`src/design/dtes_pkg.sv`:
```
// ----------------------------------------------------------------------------
// dtes_pkg: shared types and constants of the dual tone envelope synthesizer
// Sequencer states, divider request/response bundles and fixed coefficients.
// ----------------------------------------------------------------------------
`default_nettype none

package dtes_pkg;

  // Frame count clamp
  localparam int MAX_FRAMES = 16384;

  // Noise generator
  localparam logic [31:0] NOISE_SEED = 32'hACE1_ACE1;
  localparam logic [31:0] NOISE_TAPS = 32'h8020_0003;
  localparam logic [16:0] NOISE_GAIN = 17'd32767;

  // Fade register
  localparam logic [11:0] FADE_RESET      = 12'd80;
  localparam logic        REG_FADE_LENGTH = 1'b0;

  // Quarter-wave polynomial coefficients, Q16
  localparam logic [16:0] SIN_A = 17'd102944;
  localparam logic [16:0] SIN_B = 17'd42178;
  localparam logic [16:0] SIN_C = 17'd4769;

  localparam logic [15:0] SAMPLE_MAX = 16'd32767;

  // Shared datapath widths
  localparam int MUL_A_W = 34;
  localparam int MUL_B_W = 17;
  localparam int PROD_W  = 51;
  localparam int DIV_W   = 32;
  localparam int DEN_W   = 12;

  typedef enum logic [3:0] {
    ST_IDLE,
    ST_NOISE_SHIFT,
    ST_NOISE_MUL1,
    ST_NOISE_MUL2,
    ST_SIN_XX,
    ST_SIN_XC,
    ST_SIN_XI,
    ST_SIN_XM,
    ST_SIN_ACC,
    ST_TONE_MUL1,
    ST_TONE_MUL2,
    ST_DIV_START,
    ST_DIV_WAIT,
    ST_EMIT
  } dtes_state_t;

  typedef enum logic {
    OSC_A,
    OSC_B
  } osc_sel_t;

  typedef struct packed {
    logic             start;
    logic [DIV_W-1:0] dividend;
    logic [DEN_W-1:0] divisor;
  } div_req_t;

  typedef struct packed {
    logic             done;
    logic [DIV_W-1:0] quotient;
  } div_rsp_t;

endpackage

`default_nettype wire

```
`src/design/dtes_chan_if.sv`:
```
// ----------------------------------------------------------------------------
// dtes_chan_if: request and result channels of the synthesizer
// Valid/ready channels carrying one frame request and one sample result.
// ----------------------------------------------------------------------------
`default_nettype none

interface dtes_in_if;
  logic        valid;
  logic        ready;
  logic        restart_phase;
  logic        noise_mode;
  logic [31:0] increment_a;
  logic [31:0] increment_b;
  logic [15:0] amplitude;
  logic [13:0] frame_index;
  logic [14:0] segment_length;

  modport source (
    output valid, restart_phase, noise_mode, increment_a, increment_b,
           amplitude, frame_index, segment_length,
    input  ready
  );

  modport sink (
    input  valid, restart_phase, noise_mode, increment_a, increment_b,
           amplitude, frame_index, segment_length,
    output ready
  );
endinterface

interface dtes_out_if;
  logic               valid;
  logic               ready;
  logic signed [15:0] sample;

  modport source (output valid, sample, input ready);
  modport sink   (input valid, sample, output ready);
endinterface

`default_nettype wire

```
`src/design/dtes_div.sv`:
```
// ----------------------------------------------------------------------------
// dtes_div: iterative unsigned divider
// Restoring division, one quotient bit per cycle.
// ----------------------------------------------------------------------------
`default_nettype none

module dtes_div
  import dtes_pkg::*;
(
  input  logic     clk,
  input  logic     rst_n,
  input  div_req_t req,
  output div_rsp_t rsp
);

  localparam int CNT_W = $clog2(DIV_W);

  logic             busy_r;
  logic             done_r;
  logic [CNT_W-1:0] count_r;
  logic [DIV_W-1:0] quo_r;
  logic [DEN_W-1:0] rem_r;
  logic [DEN_W-1:0] den_r;
  logic [DEN_W:0]   trial;
  logic             fits;

  // Shift the next dividend bit into the partial remainder
  assign trial = {rem_r, quo_r[DIV_W-1]};
  assign fits  = trial >= {1'b0, den_r};

  always_ff @(posedge clk) begin
    if (!rst_n) begin
      busy_r  <= 1'b0;
      done_r  <= 1'b0;
      count_r <= '0;
    end else begin
      done_r <= 1'b0;
      if (req.start) begin
        busy_r  <= 1'b1;
        count_r <= '0;
      end else if (busy_r) begin
        count_r <= count_r + 1'b1;
        if (count_r == CNT_W'(DIV_W - 1)) begin
          busy_r <= 1'b0;
          done_r <= 1'b1;
        end
      end
    end
  end

  always_ff @(posedge clk) begin
    if (req.start) begin
      quo_r <= req.dividend;
      rem_r <= '0;
      den_r <= req.divisor;
    end else if (busy_r) begin
      rem_r <= fits ? DEN_W'(trial - {1'b0, den_r}) : trial[DEN_W-1:0];
      quo_r <= {quo_r[DIV_W-2:0], fits};
    end
  end

  assign rsp.done     = done_r;
  assign rsp.quotient = quo_r;

endmodule

`default_nettype wire

```
`src/design/dual_tone_envelope_synth.sv`:
```
// ----------------------------------------------------------------------------
// dual_tone_envelope_synth: two-oscillator tone and noise frame synthesizer
// Each request renders one audio frame. In tone mode the sines of two phase
// accumulators are summed (halved when both run), the phases advance, and the
// sum is scaled by the amplitude and a linear fade-in/fade-out envelope; both
// increments zero give silence. In noise mode 16 steps of a 32-bit Galois
// LFSR give a value in [-1,1) scaled by the amplitude. Samples truncate toward
// zero and saturate to +-32767. All arithmetic runs through one shared
// 34x17 multiplier and one restoring divider under a small sequencer, so the
// block takes one request at a time, and the sample reaches the output
// register as the block becomes ready again. On tone frames the divider
// takes most of the time: a start, the quotient bits one after another and a
// done strobe. Each oscillator runs the sine polynomial on the multiplier and
// then accumulates; gain and envelope take a multiply each. Noise frames run
// their LFSR shifts, then multiply by the amplitude and the noise gain, and
// scale by a shift instead of a division. A finished sample waits in the
// output register while the next request is already being worked on; if
// that sample is still waiting when the next one is ready, the block holds
// until it leaves. The fade length register sits at byte address 0 of the
// APB port, resets to 80 and takes effect on the next frame.
// ----------------------------------------------------------------------------
`default_nettype none

module dual_tone_envelope_synth
  import dtes_pkg::*;
#(
  parameter int SINE_TABLE_BITS = 10,
  parameter int PHASE_BITS      = 32
) (
  input  logic        clk,
  input  logic        rst_n,
  dtes_in_if.sink     in_chan,
  dtes_out_if.source  out_chan,
  input  logic        psel,
  input  logic        penable,
  input  logic        pwrite,
  input  logic [2:0]  paddr,
  input  logic [31:0] pwdata,
  output logic [31:0] prdata,
  output logic        pready
);

  // Quarter-wave index bits and the shift that brings x to Q16
  localparam int QB  = SINE_TABLE_BITS - 2;
  localparam int XSH = 16 - QB;
  localparam logic [QB:0] QN = {1'b1, {QB{1'b0}}};

  // --------------------------------------------------------------------------
  // Registers
  // --------------------------------------------------------------------------
  dtes_state_t            state_r, state_nxt;
  logic [11:0]            fade_r;
  logic [PHASE_BITS-1:0]  phase_a_r, phase_b_r;
  logic [31:0]            lfsr_r;
  logic                   out_valid_r;
  logic [15:0]            out_sample_r;

  logic                   noise_r, dual_r, in_seg_r;
  logic [PHASE_BITS-1:0]  inc_a_r, inc_b_r;
  logic [15:0]            amp_r;
  logic [11:0]            num_r, den_r;
  osc_sel_t               osc_r;
  logic [16:0]            x_r, x2_r;
  logic signed [16:0]     sum_r;
  logic signed [PROD_W-1:0] prod_r;
  logic [3:0]             shift_cnt_r;
  logic                   neg_r;
  logic [DIV_W-1:0]       quo_r;

  // --------------------------------------------------------------------------
  // Handshakes and configuration
  // --------------------------------------------------------------------------
  logic in_accept, out_load, cfg_write;

  assign in_accept = in_chan.valid && in_chan.ready;
  assign out_load  = (state_r == ST_EMIT) && (!out_valid_r || out_chan.ready);
  assign cfg_write = psel && penable && pwrite && (paddr[2] == REG_FADE_LENGTH);

  assign pready = 1'b1;
  assign prdata = (paddr[2] == REG_FADE_LENGTH) ? {20'b0, fade_r} : '0;

  // --------------------------------------------------------------------------
  // Request decode: clamp the segment and work out the envelope fraction
  // --------------------------------------------------------------------------
  logic [PHASE_BITS-1:0] inc_a_in, inc_b_in;
  logic [14:0]           count_c;
  logic [12:0]           twice_fade;
  logic [11:0]           fade_c;
  logic [11:0]           num_c, den_c;
  logic                  in_seg_c;

  assign inc_a_in = in_chan.increment_a[PHASE_BITS-1:0];
  assign inc_b_in = in_chan.increment_b[PHASE_BITS-1:0];

  always_comb begin
    count_c = ({2'b0, in_chan.segment_length} > 17'(MAX_FRAMES)) ?
              15'(MAX_FRAMES) : in_chan.segment_length;
    in_seg_c   = {1'b0, in_chan.frame_index} < count_c;
    twice_fade = {fade_r, 1'b0};
    // Short segments fade over a quarter of their length
    fade_c = (count_c < {2'b0, twice_fade}) ? count_c[13:2] : fade_r;
    num_c  = 12'd1;
    den_c  = 12'd1;
    if (fade_c != '0) begin
      if (in_chan.frame_index < {2'b0, fade_c}) begin
        num_c = in_chan.frame_index[11:0];
        den_c = fade_c;
      end else if ({1'b0, in_chan.frame_index} >= count_c - {3'b0, fade_c}) begin
        num_c = 12'(count_c - {1'b0, in_chan.frame_index});
        den_c = fade_c;
      end
    end
  end

  // --------------------------------------------------------------------------
  // Sine operand of the selected oscillator
  // --------------------------------------------------------------------------
  logic [PHASE_BITS-1:0]      phase_sel;
  logic [SINE_TABLE_BITS-1:0] sidx;
  logic [1:0]                 quad;
  logic [QB-1:0]              rq;
  logic [QB:0]                xq;
  logic [16:0]                x_c;
  logic [16:0]                y_half;
  logic [15:0]                v_c;
  logic signed [16:0]         sum_add;

  always_comb begin
    phase_sel = (osc_r == OSC_A) ? phase_a_r : phase_b_r;
    sidx      = phase_sel[PHASE_BITS-1 -: SINE_TABLE_BITS];
    quad      = sidx[SINE_TABLE_BITS-1 -: 2];
    rq        = sidx[QB-1:0];
    // Mirror the odd quarters
    xq        = quad[0] ? (QN - {1'b0, rq}) : {1'b0, rq};
    x_c       = 17'(xq) << XSH;
    // Q15 sine is y/2, clamped to full scale
    y_half    = prod_r[33:17];
    v_c       = (y_half > {1'b0, SAMPLE_MAX}) ? SAMPLE_MAX : y_half[15:0];
    sum_add   = quad[1] ? (sum_r - $signed({1'b0, v_c})) : (sum_r + $signed({1'b0, v_c}));
  end

  // --------------------------------------------------------------------------
  // LFSR step, noise value, divider operands and saturation
  // --------------------------------------------------------------------------
  logic [31:0]        lfsr_step;
  logic signed [15:0] noise_n;
  logic [PROD_W-1:0]  mag_u;
  logic [DIV_W-1:0]   dividend_c;
  logic [15:0]        sat_c;
  logic [15:0]        sample_c;

  always_comb begin
    lfsr_step  = {1'b0, lfsr_r[31:1]} ^ (lfsr_r[0] ? NOISE_TAPS : 32'b0);
    // r - 32768 is r with its top bit flipped, read as signed
    noise_n    = $signed({~lfsr_r[15], lfsr_r[14:0]});
    mag_u      = prod_r[PROD_W-1] ? PROD_W'(-prod_r) : PROD_W'(prod_r);
    if (noise_r) begin
      dividend_c = DIV_W'(mag_u >> 31);
    end else if (dual_r) begin
      dividend_c = DIV_W'(mag_u >> 17);
    end else begin
      dividend_c = DIV_W'(mag_u >> 16);
    end
    sat_c    = (quo_r > DIV_W'(SAMPLE_MAX)) ? SAMPLE_MAX : quo_r[15:0];
    sample_c = neg_r ? (16'd0 - sat_c) : sat_c;
  end

  // --------------------------------------------------------------------------
  // Shared multiplier and divider
  // --------------------------------------------------------------------------
  logic signed [MUL_A_W-1:0] mul_a;
  logic [MUL_B_W-1:0]        mul_b;
  logic signed [PROD_W-1:0]  mul_p;
  logic                      mul_en;
  div_req_t                  div_req;
  div_rsp_t                  div_rsp;

  assign mul_p = mul_a * $signed({1'b0, mul_b});

  dtes_div u_div (
    .clk   (clk),
    .rst_n (rst_n),
    .req   (div_req),
    .rsp   (div_rsp)
  );

  // --------------------------------------------------------------------------
  // Sequencer: next state
  // --------------------------------------------------------------------------
  always_comb begin
    state_nxt = state_r;
    unique case (state_r)
      ST_IDLE: begin
        if (in_accept) begin
          priority if (in_chan.noise_mode) begin
            state_nxt = ST_NOISE_SHIFT;
          end else if (inc_a_in == '0 && inc_b_in == '0) begin
            state_nxt = ST_EMIT;
          end else begin
            state_nxt = ST_SIN_XX;
          end
        end
      end
      ST_NOISE_SHIFT: begin
        if (shift_cnt_r == 4'hF) begin
          state_nxt = ST_NOISE_MUL1;
        end
      end
      ST_NOISE_MUL1: state_nxt = ST_NOISE_MUL2;
      ST_NOISE_MUL2: state_nxt = ST_DIV_START;
      ST_SIN_XX:     state_nxt = ST_SIN_XC;
      ST_SIN_XC:     state_nxt = ST_SIN_XI;
      ST_SIN_XI:     state_nxt = ST_SIN_XM;
      ST_SIN_XM:     state_nxt = ST_SIN_ACC;
      ST_SIN_ACC: begin
        priority if (osc_r == OSC_A && inc_b_r != '0) begin
          state_nxt = ST_SIN_XX;
        end else if (in_seg_r) begin
          state_nxt = ST_TONE_MUL1;
        end else begin
          state_nxt = ST_EMIT;
        end
      end
      ST_TONE_MUL1:  state_nxt = ST_TONE_MUL2;
      ST_TONE_MUL2:  state_nxt = ST_DIV_START;
      // Noise scales by a shift alone and skips the divider
      ST_DIV_START:  state_nxt = noise_r ? ST_EMIT : ST_DIV_WAIT;
      ST_DIV_WAIT: begin
        if (div_rsp.done) begin
          state_nxt = ST_EMIT;
        end
      end
      ST_EMIT: begin
        if (out_load) begin
          state_nxt = ST_IDLE;
        end
      end
      default: state_nxt = ST_IDLE;
    endcase
  end

  // --------------------------------------------------------------------------
  // Sequencer: outputs (ready, multiplier operands, divider request)
  // --------------------------------------------------------------------------
  always_comb begin
    in_chan.ready    = 1'b0;
    mul_a            = '0;
    mul_b            = '0;
    mul_en           = 1'b0;
    div_req.start    = 1'b0;
    div_req.dividend = dividend_c;
    div_req.divisor  = den_r;
    unique case (state_r)
      ST_IDLE: in_chan.ready = 1'b1;
      ST_SIN_XX: begin
        mul_a  = {17'b0, x_c};
        mul_b  = x_c;
        mul_en = 1'b1;
      end
      ST_SIN_XC: begin
        mul_a  = {17'b0, prod_r[32:16]};
        mul_b  = SIN_C;
        mul_en = 1'b1;
      end
      ST_SIN_XI: begin
        mul_a  = {17'b0, x2_r};
        mul_b  = SIN_B - prod_r[32:16];
        mul_en = 1'b1;
      end
      ST_SIN_XM: begin
        mul_a  = {17'b0, x_r};
        mul_b  = SIN_A - prod_r[32:16];
        mul_en = 1'b1;
      end
      ST_TONE_MUL1: begin
        mul_a  = {{17{sum_r[16]}}, sum_r};
        mul_b  = {1'b0, amp_r};
        mul_en = 1'b1;
      end
      ST_TONE_MUL2: begin
        mul_a  = prod_r[MUL_A_W-1:0];
        mul_b  = {5'b0, num_r};
        mul_en = 1'b1;
      end
      ST_NOISE_MUL1: begin
        mul_a  = {{18{noise_n[15]}}, noise_n};
        mul_b  = {1'b0, amp_r};
        mul_en = 1'b1;
      end
      ST_NOISE_MUL2: begin
        mul_a  = prod_r[MUL_A_W-1:0];
        mul_b  = NOISE_GAIN;
        mul_en = 1'b1;
      end
      ST_DIV_START: div_req.start = !noise_r;
      default: begin
      end
    endcase
  end

  // --------------------------------------------------------------------------
  // Control state
  // --------------------------------------------------------------------------
  always_ff @(posedge clk) begin
    if (!rst_n) begin
      state_r     <= ST_IDLE;
      fade_r      <= FADE_RESET;
      phase_a_r   <= '0;
      phase_b_r   <= '0;
      lfsr_r      <= NOISE_SEED;
      out_valid_r <= 1'b0;
    end else begin
      state_r <= state_nxt;
      if (cfg_write) begin
        fade_r <= pwdata[11:0];
      end
      // Restart clears both phases in every mode
      if (in_accept && in_chan.restart_phase) begin
        phase_a_r <= '0;
        phase_b_r <= '0;
      end
      // Advance the oscillator whose sine was just taken
      if (state_r == ST_SIN_ACC) begin
        if (osc_r == OSC_A) begin
          phase_a_r <= phase_a_r + inc_a_r;
        end else begin
          phase_b_r <= phase_b_r + inc_b_r;
        end
      end
      if (state_r == ST_NOISE_SHIFT) begin
        lfsr_r <= lfsr_step;
      end
      if (out_load) begin
        out_valid_r <= 1'b1;
      end else if (out_chan.ready) begin
        out_valid_r <= 1'b0;
      end
    end
  end

  // --------------------------------------------------------------------------
  // Datapath registers
  // --------------------------------------------------------------------------
  always_ff @(posedge clk) begin
    if (in_accept) begin
      noise_r     <= in_chan.noise_mode;
      inc_a_r     <= inc_a_in;
      inc_b_r     <= inc_b_in;
      amp_r       <= in_chan.amplitude;
      num_r       <= num_c;
      den_r       <= den_c;
      in_seg_r    <= in_seg_c;
      dual_r      <= (inc_a_in != '0) && (inc_b_in != '0);
      osc_r       <= (inc_a_in != '0) ? OSC_A : OSC_B;
      shift_cnt_r <= '0;
      sum_r       <= '0;
      // Silent frames leave with a zero quotient
      neg_r       <= 1'b0;
      quo_r       <= '0;
    end
    if (mul_en) begin
      prod_r <= mul_p;
    end
    unique case (state_r)
      ST_NOISE_SHIFT: shift_cnt_r <= shift_cnt_r + 1'b1;
      ST_SIN_XX:      x_r  <= x_c;
      ST_SIN_XC:      x2_r <= prod_r[32:16];
      ST_SIN_ACC: begin
        sum_r <= sum_add;
        if (osc_r == OSC_A && inc_b_r != '0) begin
          osc_r <= OSC_B;
        end
      end
      ST_DIV_START: begin
        neg_r <= prod_r[PROD_W-1];
        // Take the shifted noise magnitude as the quotient directly
        if (noise_r) begin
          quo_r <= dividend_c;
        end
      end
      ST_DIV_WAIT: begin
        if (div_rsp.done) begin
          quo_r <= div_rsp.quotient;
        end
      end
      ST_EMIT: begin
        if (out_load) begin
          out_sample_r <= sample_c;
        end
      end
      default: begin
      end
    endcase
  end

  assign out_chan.valid  = out_valid_r;
  assign out_chan.sample = $signed(out_sample_r);

  // --------------------------------------------------------------------------
  // Assertions
  // --------------------------------------------------------------------------
  a_div_done_in_wait: assert property (
    @(posedge clk) disable iff (!rst_n)
    div_rsp.done |-> (state_r == ST_DIV_WAIT)
  ) else $error("divider finished outside of its wait state");

  a_div_divisor_nonzero: assert property (
    @(posedge clk) disable iff (!rst_n)
    div_req.start |-> (div_req.divisor != '0)
  ) else $error("division started with a zero divisor");

  a_noise_holds_phase: assert property (
    @(posedge clk) disable iff (!rst_n)
    (state_r == ST_NOISE_SHIFT && $past(state_r) == ST_NOISE_SHIFT) |->
      ($stable(phase_a_r) && $stable(phase_b_r))
  ) else $error("phase moved during a noise frame");

  a_emit_waits_for_slot: assert property (
    @(posedge clk) disable iff (!rst_n)
    (state_r == ST_EMIT && out_valid_r && !out_chan.ready) |=>
      (state_r == ST_EMIT && out_valid_r)
  ) else $error("sample overwrote a result still waiting");

endmodule

`default_nettype wire
```
`src/flat_wrapper.sv`:
```
// flat-port wrapper written by rule: the top's interface ports become plain ports
module dual_tone_envelope_synth_flat import dtes_pkg::*;
#(
  parameter int SINE_TABLE_BITS = 10,
  parameter int PHASE_BITS      = 32
)
  (clk, rst_n, psel, penable, pwrite, paddr, pwdata, prdata, pready, in_chan_valid, in_chan_restart_phase, in_chan_noise_mode, in_chan_increment_a, in_chan_increment_b, in_chan_amplitude, in_chan_frame_index, in_chan_segment_length, in_chan_ready, out_chan_valid, out_chan_sample, out_chan_ready);
  dtes_in_if in_chan_i ();
  dtes_out_if out_chan_i ();
  input  logic clk;
  input  logic rst_n;
  input  logic psel;
  input  logic penable;
  input  logic pwrite;
  input  logic [2:0] paddr;
  input  logic [31:0] pwdata;
  output logic [31:0] prdata;
  output logic pready;
  input wire logic [$bits(in_chan_i.valid)-1:0] in_chan_valid;
  input wire logic [$bits(in_chan_i.restart_phase)-1:0] in_chan_restart_phase;
  input wire logic [$bits(in_chan_i.noise_mode)-1:0] in_chan_noise_mode;
  input wire logic [$bits(in_chan_i.increment_a)-1:0] in_chan_increment_a;
  input wire logic [$bits(in_chan_i.increment_b)-1:0] in_chan_increment_b;
  input wire logic [$bits(in_chan_i.amplitude)-1:0] in_chan_amplitude;
  input wire logic [$bits(in_chan_i.frame_index)-1:0] in_chan_frame_index;
  input wire logic [$bits(in_chan_i.segment_length)-1:0] in_chan_segment_length;
  output wire logic [$bits(in_chan_i.ready)-1:0] in_chan_ready;
  output wire logic [$bits(out_chan_i.valid)-1:0] out_chan_valid;
  output wire logic [$bits(out_chan_i.sample)-1:0] out_chan_sample;
  input wire logic [$bits(out_chan_i.ready)-1:0] out_chan_ready;
  assign in_chan_i.valid = in_chan_valid;
  assign in_chan_i.restart_phase = in_chan_restart_phase;
  assign in_chan_i.noise_mode = in_chan_noise_mode;
  assign in_chan_i.increment_a = in_chan_increment_a;
  assign in_chan_i.increment_b = in_chan_increment_b;
  assign in_chan_i.amplitude = in_chan_amplitude;
  assign in_chan_i.frame_index = in_chan_frame_index;
  assign in_chan_i.segment_length = in_chan_segment_length;
  assign in_chan_ready = in_chan_i.ready;
  assign out_chan_valid = out_chan_i.valid;
  assign out_chan_sample = out_chan_i.sample;
  assign out_chan_i.ready = out_chan_ready;
  dual_tone_envelope_synth #(.SINE_TABLE_BITS(SINE_TABLE_BITS), .PHASE_BITS(PHASE_BITS)) u_core (.clk(clk), .rst_n(rst_n), .in_chan(in_chan_i), .out_chan(out_chan_i), .psel(psel), .penable(penable), .pwrite(pwrite), .paddr(paddr), .pwdata(pwdata), .prdata(prdata), .pready(pready));
endmodule
```
`config.mk`:
```
export PLATFORM = sky130hd
export DESIGN_NAME = dual_tone_envelope_synth_flat
export DESIGN_NICKNAME = d
export VERILOG_FILES = /design/src/design/dtes_pkg.sv /design/src/design/dtes_chan_if.sv /design/src/design/dtes_div.sv /design/src/design/dual_tone_envelope_synth.sv /design/src/flat_wrapper.sv
export SDC_FILE = /design/constraint.sdc
export NUM_CORES = 2
export LEC_CHECK = 0
export BUFFER_PORTS_ARGS = -buffer_cell sky130_fd_sc_hd__buf_2
export CORE_ASPECT_RATIO = 0.7
export CORE_MARGIN = 5
export CORE_UTILIZATION = 50
export DETAILED_ROUTE_END_ITERATION = 10
export GPL_ROUTABILITY_DRIVEN = 1
export PLACE_DENSITY = 0.77
export SLEW_MARGIN = 25
export SYNTH_ARGS = -nofsm -noshare
export SYNTH_HDL_FRONTEND = slang
export SYNTH_SLANG_ARGS = --single-unit
```
`constraint.sdc`:
```
create_clock -name clk -period 20.9 [get_ports clk]
set_input_delay 2.09 -clock clk [delete_from_list [all_inputs] [get_ports clk]]
set_output_delay 2.09 -clock clk [all_outputs]
set_load 0.02 [all_outputs]
```
==> impl_metrics.json <==
{
  "worstHoldStart": "u_core.den_r[2]",
  "critPathKind": "reg -> reg",
  "swShare_pct": 47.39,
  "overflow": 0,
  "finalSetupTns_ps": 0,
  "p_sw_uw": 2038,
  "synth_cells": 5156,
  "crit_slowest_cell": "or4_1",
  "first_pass_iters": 6,
  "num_io_pins": 204,
  "wirelength_mm": 134.8,
  "die_area_mm2": 0.09860,
  "cts_root_buf": "clkbuf_16",
  "hold_class": "reg -> reg",
  "endpoint_kind": "flip-flop",
  "cpMostUsedCell": "fa_1",
  "cts.repair.resized": 0,
  "power_density_mw_per_mm2": 86.79,
  "fin_crit_sh_pct": 54.02,
  "ys_warn_count": 0,
  "synth_edf_count": 266,
  "r2r_start": "u_core.state_r[3]",
  "netlist_area_mm2": 0.04616,
  "max_slew_margin_pct": 29.03,
  "dr.first_iter.drc_count": 4402,
  "power_leakage_uw": 0.02261,
  "status": "finished clean",
  "clock_skew_ps": 33.87,
  "wl_per_cell_um": 20.86,
  "ys_ff_latch": 431,
  "drc": 0,
  "start_util_pct": 50.28,
  "cts_tree": "built",
  "cp-start-kind": "flip-flop",
  "postRouteAntennaNets": 0,
  "ys_types": 89,
  "antenna_found_initial": 4,
  "max_freq_mhz": 88.57,
  "clock_path_buffers": 3,
  "yosysSeqAreaShare_pct": 24.46,
  "grt_pass1_vias": 37890,
  "slew_viol_final": 0,
  "vias": 38190,
  "fillers": 8178,
  "portBuffers": 160,
  "hold_viol": 0,
  "p_int_uw": 2263,
  "required_ps": 21210,
  "critPathMaxFanout": 56,
  "final_util_pct": 53.98,
  "path_clk_slew_ps": 70,
  "hold_buffers": 0,
  "postCtsSetupBuffers": 0,
  "grt_pass1_wl_mm": 213.5,
  "rsz0062_at_grt": "no",
  "crit_arrival_ps": 11600,
  "grt_max_degree": 75,
  "cap_violations": 0,
  "startpoint": "u_core.state_r[3]",
  "pwr-share-clk_pct": 18.0,
  "dp_hpwl_mm": 103.4,
  "ir_worst_vdd_uv": 92.22,
  "worstSkewPairLatency_ps": 580,
  "gp_congestion": 0.9603,
  "drive_above_1_share_pct": 6.889,
  "core_area_mm2": 0.09181,
  "die_w_um": 373.2,
  "combPwrFrac_pct": 51.4,
  "cts_inserted_buffers": 41,
  "viasPerCell": 5.909,
  "track_usage_pct": 26.97,
  "areaGrowthSynthToFinish_pct": 7.359,
  "worst_pin_slew_ps": 1059,
  "fp-row-count": 93,
  "synth.avg_cell_area_um2": 8.953,
  "ys_dominant_reg_cell": "edfxtp_1",
  "slowest_delay_ps": 570,
  "min_period_ps": 11290,
  "seqPwrFrac_pct": 30.6,
  "nets": 6192,
  "total_power_uw": 4301,
  "htreeDepth": 2,
  "clock_sinks": 431,
  "ys_async_sr_fraction_pct": 0,
  "setup_violations": 0,
  "fp.dieH_um": 264.2
}
[path summary, 6_finish.rpt]
path,end,slack (ps),depth (start not counted)
max,u_core.prod_r[41],9610,34
min reg2reg,u_core.u_div.den_r[2],400,0
min,u_core.u_div.den_r[2],400,0
max reg2reg,u_core.prod_r[41],9610,34
[state kept, by name, summed over array words and instances (netlist names), 4 cells and up]
register and flops:
u_core.prod_r 51, u_core.inc_a_r 32, u_core.inc_b_r 32, u_core.lfsr_r 32, u_core.phase_a_r 32, u_core.phase_b_r 32
u_core.quo_r 32, u_core.u_div.quo_r 32, u_core.sum_r 17, u_core.x2_r 17, u_core.amp_r 16, u_core.out_chan.sample 16
u_core.den_r 12, u_core.fade_r 12, u_core.num_r 12, u_core.u_div.den_r 12, u_core.u_div.rem_r 12, u_core.x_r 9
u_core.u_div.count_r 5, u_core.shift_cnt_r 4, u_core.state_r 4
[critical path, delay by kind of cell (launching register included)]
kind                     cells  cell delay, ps
AND/OR/NAND/NOR              7            1900
buffers and inverters        7            1630
flip-flops                   1             310
AO/OA/AOI/OAI               10            2720
XOR/XNOR                     1             190
adder cells (fa/ha/maj)      9            4220
[power groups by stage]
| stage | clock network [uW] | logic (uW) | registers (uW) |
|---|---|---|---|
| finish | 775 | 2210 | 1320 |
| global route | 821 | 2390 | 1320 |
| CTS | 783 | 2150 | 1300 |
| detailed placement | 0 | 2130 | 1320 |
| global placement | 0 | 2090 | 1320 |
| floorplan | 0 | 1490 | 1230 |
[layer usage]
metal,vias up,track usage [%],wire (um)
met5,-,0,13
met4,2,6.495,3606
met3,290,7.897,17280
met2,2117,39.00,55750
met1,18540,39.87,58160
li1,17240,-,-
[layout by cell type (no fill, tap or decap), types with 38 or more instances in the layout]
cell type / netlist / final
nand3_1: 96 / 96
inv_1: 758 / 757
edfxtp_1: 266 / 266
ha_1: 293 / 293
nor2b_1: 77 / 75
fa_1: 553 / 553
a22oi_1: 71 / 71
dfxtp_1: 165 / 164
a21o_1: 82 / 82
nor3_1: 68 / 62
nand4_1: 38 / 38
nand2_1: 663 / 663
buf_2: 5 / 160
nor2_1: 381 / 380
nor4_1: 56 / 56
o21ai_0: 232 / 231
xor2_1: 81 / 81
nand2b_1: 44 / 44
a21boi_0: 42 / 42
and2_1: 60 / 60
a21oi_1: 219 / 216
clkbuf_16: 0 / 43
xnor2_1: 104 / 104
buf_4: 24 / 63
conb_1: 2 / 38
[through the flow]
| stage | setup WS, ps | std cells | hold WS, ps | instance area, um^2 |
|---|---|---|---|---|
| finish | 9609 | 6464 | 398.7 | 49560 |
| global route | 9198 | 6461 | 418.2 | 49550 |
| CTS | 9891 | 6459 | 404.9 | 49520 |
| detailed placement | 9930 | 6383 | 404.5 | 48170 |
| global placement | 10100 | 6383 | 400.2 | 48170 |
| floorplan | 11340 | 5192 | 400.3 | 46300 |
[cells in the mapped netlist, drive strengths merged, types with 71 or more instances]
master / number / area share (%)
inv: 758 / 6.2
nand2: 663 / 5.4
fa: 553 / 24
nor2: 381 / 3.1
ha: 293 / 7.9
edfxtp: 266 / 17
o21ai: 237 / 2.6
a21oi: 219 / 2.4
clkbuf: 217 / 1.8
dfxtp: 165 / 7.2
xnor2: 104 / 2.0
nand3: 96 / 1.0
a21o: 82 / 1.3
xor2: 81 / 1.5
nor2b: 77 / 1.0
a22oi: 71 / 1.2
[logic make-up after synthesis]
logic type,Yosys count,synth area share [%]
simple gates,1633,16.40
buf+inv,1027,8.576
compound gates,986,14.10
fa+ha+maj,848,31.97
flops,431,24.46
xor+xnor,185,3.510
mux,44,0.9785
other cells,2,0.01627
[layout make-up]
cell class	instances	area [um^2]	area share (%)
antenna	3	7.507	0.01515
clock buffer	64	1205	2.431
clock inverter	12	141.4	0.2853
inverter	760	2855	5.761
multi-input combinational	3734	31210	62.98
sequential	431	11290	22.79
tap	1235	1545	3.118
timing repair buffer	225	1300	2.623
(Power assumes the default switching activity.)
